[config.mk]
export PLATFORM = sky130hd
export DESIGN_NAME = coalescing_request_queue
export DESIGN_NICKNAME = d
export VERILOG_FILES = /design/src/design/crq_pkg.sv /design/src/design/crq_cell.sv /design/src/design/coalescing_request_queue.sv
export VERILOG_INCLUDE_DIRS = /design/src /design/src/design
export SDC_FILE = /design/constraint.sdc
export NUM_CORES = 1
export LEC_CHECK = 0
export ABC_AREA = 1
export BUFFER_PORTS_ARGS = -buffer_cell sky130_fd_sc_hd__buf_2
export CAP_MARGIN = 20
export CORE_ASPECT_RATIO = 1.75
export CORE_MARGIN = 8
export CORE_UTILIZATION = 50
export CTS_CLUSTER_DIAMETER = 40
export DETAILED_ROUTE_END_ITERATION = 6
export PLACE_DENSITY = 0.66
export SLEW_MARGIN = 20
export SYNTH_ARGS = -nofsm -noshare
export SYNTH_HDL_FRONTEND = slang
export SYNTH_HIERARCHICAL = 1
export SYNTH_SLANG_ARGS = --single-unit
[constraint.sdc]
create_clock -name clk -period 5 [get_ports clk]
set_clock_uncertainty 0.05 [all_clocks]
set_input_delay 1.25 -clock clk [delete_from_list [all_inputs] [get_ports clk]]
set_output_delay 1.25 -clock clk [all_outputs]
set_load 0.02 [all_outputs]
[src/design/coalescing_request_queue_defines.svh]
// Assertion macros for the coalescing request queue.
// Included by the top level; the macros expect clk and rst_n in scope.
`ifndef COALESCING_REQUEST_QUEUE_DEFINES_SVH
`define COALESCING_REQUEST_QUEUE_DEFINES_SVH

// same-cycle implication
`define CRQ_ASSERT_IMPL(label, ante, cons) \
  label: assert property (@(posedge clk) disable iff (!rst_n) (ante) |-> (cons)) \
    else $error("crq assertion failed");

// next-cycle implication
`define CRQ_ASSERT_NEXT(label, ante, cons) \
  label: assert property (@(posedge clk) disable iff (!rst_n) (ante) |=> (cons)) \
    else $error("crq assertion failed");

`endif

[src/design/crq_pkg.sv]
// Shared types and constants of the coalescing request queue.
// No dependencies; used by crq_cell and coalescing_request_queue.
package crq_pkg;

  localparam int RING_DEPTH = 16;
  localparam int NUM_CELLS  = RING_DEPTH - 1;
  localparam int ID_BITS    = 8;
  localparam int VOL_BITS   = 8;

  localparam logic [VOL_BITS-1:0] VOLUME_MAX = VOL_BITS'(128);

  localparam logic MODE_PUSH = 1'b0;
  localparam logic MODE_POP  = 1'b1;

  typedef enum logic [2:0] {
    ST_APPENDED  = 3'd0,
    ST_MERGED    = 3'd1,
    ST_FULL      = 3'd2,
    ST_POPPED    = 3'd3,
    ST_POP_EMPTY = 3'd4
  } status_t;

  typedef struct packed {
    logic                valid;
    logic [ID_BITS-1:0]  id;
    logic [VOL_BITS-1:0] vol;
  } entry_t;

  typedef struct packed {
    logic                push_en;
    logic                pop_en;
    logic                hit_any;
    logic [ID_BITS-1:0]  id;
    logic [VOL_BITS-1:0] vol;
  } cell_ctrl_t;

endpackage

[src/design/crq_cell.sv]
// One queue slot: holds an entry, matches the request id, shifts toward
// the head on pop and appends when it is the first free slot. Uses crq_pkg.
module crq_cell (
  input  logic              clk,
  input  logic              rst_n,
  input  crq_pkg::cell_ctrl_t ctrl_i,
  input  logic              left_valid_i,
  input  crq_pkg::entry_t   right_i,
  output crq_pkg::entry_t   entry_o,
  output logic              hit_o
);
  import crq_pkg::*;

  logic                valid_r, valid_nxt;
  logic [ID_BITS-1:0]  id_r, id_nxt;
  logic [VOL_BITS-1:0] vol_r, vol_nxt;

  assign hit_o   = valid_r && (id_r == ctrl_i.id);
  assign entry_o = '{valid: valid_r, id: id_r, vol: vol_r};

  always_comb begin
    valid_nxt = valid_r;
    id_nxt    = id_r;
    vol_nxt   = vol_r;
    if (ctrl_i.pop_en) begin
      valid_nxt = right_i.valid;
      id_nxt    = right_i.id;
      vol_nxt   = right_i.vol;
    end else if (ctrl_i.push_en) begin
      if (hit_o) begin
        if (ctrl_i.vol > vol_r) begin
          vol_nxt = ctrl_i.vol;
        end
      end else if (!ctrl_i.hit_any && !valid_r && left_valid_i) begin
        valid_nxt = 1'b1;
        id_nxt    = ctrl_i.id;
        vol_nxt   = ctrl_i.vol;
      end
    end
  end

  always_ff @(posedge clk) begin
    if (!rst_n) begin
      valid_r <= 1'b0;
    end else begin
      valid_r <= valid_nxt;
    end
  end

  always_ff @(posedge clk) begin
    id_r  <= id_nxt;
    vol_r <= vol_nxt;
  end

endmodule

[src/design/coalescing_request_queue.sv]
// Coalescing request queue: a row of slot cells, head in cell 0.
// The result is registered in the cycle after a request is accepted; one request per
// cycle without back-pressure, bounded by the combinational id compare of all cells.
// Holds up to RING_DEPTH - 1 requests. Synchronous active-low reset empties
// the queue at once (valid bits only); no clearing pass.
module coalescing_request_queue (
  input  logic        clk,
  input  logic        rst_n,
  input  logic        in_tvalid,
  output logic        in_tready,
  input  logic [23:0] in_tdata,   // mode[0], req_id[8:1], req_volume[16:9], zeros
  output logic        out_tvalid,
  input  logic        out_tready,
  output logic [23:0] out_tdata   // status[2:0], out_id[10:3], out_volume[18:11], zeros
);
  import crq_pkg::*;
  `include "coalescing_request_queue_defines.svh"

  logic                mode;
  logic [7:0]          req_id;
  logic [7:0]          req_volume;
  logic [VOL_BITS-1:0] vol_sat;
  logic                in_fire;
  logic                full;
  logic                empty;
  logic                hit_any;
  logic [NUM_CELLS-1:0] cell_valid;
  logic [NUM_CELLS-1:0] hit_w;
  entry_t              entry_w [NUM_CELLS];
  cell_ctrl_t          ctrl;

  logic                out_valid_r, out_valid_nxt;
  status_t             status_r, status_nxt;
  logic [7:0]          out_id_r, out_id_nxt;
  logic [7:0]          out_volume_r, out_volume_nxt;

  assign mode       = in_tdata[0];
  assign req_id     = in_tdata[8:1];
  assign req_volume = in_tdata[16:9];
  assign vol_sat    = (req_volume > VOLUME_MAX) ? VOLUME_MAX : req_volume;

  assign in_tready = !out_valid_r || out_tready;
  assign in_fire   = in_tvalid && in_tready;
  assign hit_any   = |hit_w;
  assign full      = cell_valid[NUM_CELLS-1];
  assign empty     = !cell_valid[0];

  assign ctrl.push_en = in_fire && (mode == MODE_PUSH) && !full;
  assign ctrl.pop_en  = in_fire && (mode == MODE_POP) && !empty;
  assign ctrl.hit_any = hit_any;
  assign ctrl.id      = req_id[ID_BITS-1:0];
  assign ctrl.vol     = vol_sat;

  for (genvar i = 0; i < NUM_CELLS; i++) begin : g_cell
    entry_t right_w;
    logic   left_w;
    if (i == NUM_CELLS - 1) begin : g_last
      assign right_w = '0;
    end else begin : g_mid
      assign right_w = entry_w[i+1];
    end
    if (i == 0) begin : g_head
      assign left_w = 1'b1;
    end else begin : g_body
      assign left_w = entry_w[i-1].valid;
    end
    crq_cell u_cell (
      .clk          (clk),
      .rst_n        (rst_n),
      .ctrl_i       (ctrl),
      .left_valid_i (left_w),
      .right_i      (right_w),
      .entry_o      (entry_w[i]),
      .hit_o        (hit_w[i])
    );
    assign cell_valid[i] = entry_w[i].valid;
  end

  always_comb begin
    out_valid_nxt  = out_valid_r && !out_tready;
    status_nxt     = status_r;
    out_id_nxt     = out_id_r;
    out_volume_nxt = out_volume_r;
    if (in_fire) begin
      out_valid_nxt  = 1'b1;
      out_id_nxt     = '0;
      out_volume_nxt = '0;
      if (mode == MODE_PUSH) begin
        if (full) begin
          status_nxt = ST_FULL;
        end else if (hit_any) begin
          status_nxt = ST_MERGED;
        end else begin
          status_nxt = ST_APPENDED;
        end
      end else if (empty) begin
        status_nxt = ST_POP_EMPTY;
      end else begin
        status_nxt     = ST_POPPED;
        out_id_nxt     = 8'(entry_w[0].id);
        out_volume_nxt = 8'(entry_w[0].vol);
      end
    end
  end

  always_ff @(posedge clk) begin
    if (!rst_n) begin
      out_valid_r <= 1'b0;
    end else begin
      out_valid_r <= out_valid_nxt;
    end
  end

  always_ff @(posedge clk) begin
    status_r     <= status_nxt;
    out_id_r     <= out_id_nxt;
    out_volume_r <= out_volume_nxt;
  end

  assign out_tvalid = out_valid_r;
  assign out_tdata  = {5'b0, out_volume_r, out_id_r, status_r};

  `CRQ_ASSERT_IMPL(a_valid_contiguous, 1'b1, ((cell_valid + 1'b1) & cell_valid) == '0)
  `CRQ_ASSERT_NEXT(a_append_grows, ctrl.push_en && !hit_any,
    $countones(cell_valid) == $past($countones(cell_valid)) + 1)
  `CRQ_ASSERT_NEXT(a_merge_keeps, ctrl.push_en && hit_any,
    cell_valid == $past(cell_valid))
  `CRQ_ASSERT_IMPL(a_push_zero_payload, out_valid_r && (status_r != ST_POPPED),
    (out_id_r == '0) && (out_volume_r == '0))

endmodule

==> impl_metrics.yaml <==
global_route:
  grt_pass1_vias: 15730
  grt_max_degree: 158
  grtUsageTotal_pct: 20.14
  antenna_found_initial: 1
  grt-ovfl-total: 0
  grt_pass1_wl_microns: 72780
layout:
  drive_gt1_share_pct: 11.21
  fillers: 3569
  seq_area_sq_um: 8098
  final_util_pct: 55.78
  multiInputGateArea_sq_um: 8862
  area_growth_pct: 10.75
  final_area_sq_um: 21280
  nets: 2831
floorplanning:
  dieArea_sq_um: 45210
  core_area_sq_um: 38160
  die_h_microns: 275.3
  die_w_microns: 164.2
  num_rows: 95
  io-pin-count: 54
  start_util_pct: 50.36
pwr:
  vdd_drop_max_mv: 0.2715
  p_leak_nw: 10.81
  pwr_density_cell_nw_per_um2: 286.2
synthesis:
  synth_area_per_cell_sq_um: 7.304
  ys_warn_count: 6
  synth_top_cell_by_area: "edfxtp_1"
  async_reset_ff_share_pct: 0
  synthTopCellsByCount: "1074 x nand2_1, 449 x inv_1, 259 x edfxtp_1, 193 x nor2_1"
  synthCells: 2631
  yosys.area_share.xor_xnor_pct: 0.6837
  ys.flop_type: "edfxtp_1"
  synth-compound-area-share_pct: 6.485
  synthMuxAreaShare_pct: 0
  synth_area_leaders: "edfxtp_1 40%, nand2_1 21%, inv_1 8.8%"
  synthSimpleGateAreaFrac_pct: 30.57
  synth_area_sq_um: 19220
  synth_edf_count: 259
  synthAdderAreaFrac_pct: 7.814
  synth.top_cell.area_share_pct: 40.47
  synth_top_family_by_area: "simple AND/OR/NAND/NOR gates"
  ys_seq_area_share_pct: 42.14
  netlist-cell-type-count: 28
  yosysMostFrequentCell: "nand2_1"
  ys_ff_latch: 275
setup_path:
  cp-end-kind: "flop"
  path_max_fanout: 30
  cp.required_ns: 5.14
  worstSetupPathType: "in2reg"
  arrival_ns: 3.99
  r2r_setup_slack_ns: 2.00
  critPathLaunchType: "primary input"
sta:
  hold_viol: 0
  tightest_slew_ns: 0.8533
  setup_tns_ns: 0
  setup_viol: 0
  slew-limit-headroom_pct: 43.05
  min_period_ns: 3.845
  slew_violations: 0
  fmax_mhz: 260.1
  finalCritPeriodShare_pct: 76.90
  rsz0062_at_grt: "false"
clock_network:
  cts_tree: "built"
  post-cts-setup-buffer-count: 0
  cts_resized: 0
  clockBufferDepth: 3
  hold_buffers: 0
  cts_buffers: 38
  htree_levels: 2
  clock_latency_ns: 0.53
  clk_pin_slew_ns: 0.06
  clockRootBuffer: "clkbuf_16"
  cts_num_sinks: 275
detailed_routing:
  num_vias: 15706
  avgViaCountPerCell: 4.910
  dr.pass1.iters: 5
  wl_microns: 45250
  drt-wirelength-per-cell_microns: 14.15
  first_iter_violations: 755
  drc_errors: 0
  ant_nets: 0
place:
  place_hpwl_microns: 34310
  place_congestion: 0.8311
  numPortBuffers: 41
  place_area_sq_um: 19890
job:
  drv_cap: 0
min_path:
  min_path_type: "reg2reg"
run_status:
  status: "finished clean"
-- cell usage in the layout (no fill, tap or decap), types with 16 or more instances in the layout --
cell type and instances:
buf_4 30, nand2_2 30, nor2_1 186, conb_1 23
edfxtp_1 259, nor2_2 45, a21oi_1 30, ha_1 120
clkbuf_16 41, buf_2 41, nand3_1 47, nor2_4 18
inv_2 45, nand2_1 1074, dfxtp_1 16, o21ai_0 120
inv_1 449
-- stage by stage --
stage	std cells	total power, mW	setup WS, ns	hold slack [ns]
2_1_floorplan	2652	3.003	1.065	0.4698
3_5_place_dp	3128	3.164	0.6213	0.4677
3_3_place_gp	3128	3.139	0.6788	0.4488
5_1_grt	3199	6.337	0.8179	0.5126
4_1_cts	3198	6.162	1.180	0.4763
6_report	3199	6.090	1.155	0.4710
-- final timing paths --
path | startpoint | to | depth (start not counted)
worst max-delay path | in_tdata[2] | g_cell[0].u_cell/vol_r[7] | 17
worst min-delay path | out_tvalid | out_tvalid | 2
worst max register to register | g_cell[0].u_cell/valid_r | g_cell[0].u_cell/vol_r[7] | 9
worst min register to register | out_tvalid | out_tvalid | 2
-- cell type report --
class	count	area share [%]
repair buffers	73	2.211
inverters	494	8.713
flip-flops and latches	275	38.05
multi-input cells	1801	41.64
clock buffers	45	4.939
diodes	1	0.01176
clock inverters	25	1.582
well taps	485	2.851
-- sequential cells by signal, indices dropped and copies added (netlist names) --
| register | flops |
|---|---|
| out_tvalid | 1 |
| out_volume_r | 8 |
| g_cell.u_cell/id_r | 120 |
| g_cell.u_cell/valid_r | 15 |
| g_cell.u_cell/vol_r | 120 |
| out_id_r | 8 |
| status_r | 3 |
-- kinds of logic after synthesis --
family | after synthesis
simple gates | 1432
compound gates | 211
other cells | 2
buf+inv | 576
xor+xnor | 15
flops | 275
fa+ha+maj | 120
-- per-layer routing --
layer	part of all wire, %	track usage (%)	up-vias
li1	-	-	8188
met1	33	17.08	7137
met2	60	43.08	261
met3	2.8	2.434	120
met4	4.6	9.990	0
met5	0	0	-
-- report_power, final --
part           switching, mW  internal (mW)  total, mW
combinational          0.376          0.169      0.545
sequential            0.0149           2.56       2.57
clock                   1.06           1.92       2.97
total                   1.45           4.64       6.09
-- critical path: stages --
cell	delay [ns]
buf_2	0.54
nand2_1	0.20
nand2_1	0.10
nor2_1	0.04
nand2_1	0.10
nor2_4	0.06
nor2_1	0.12
nand2_1	0.09
nor2_1	0.15
nand2_1	0.39
nor2_1	0.20
nand2_1	0.08
a21oi_2	0.14
inv_1	0.06
nand2_1	0.08
nand2_1	0.07
inv_1	0.27
Power figures use the tool's default switching activity.
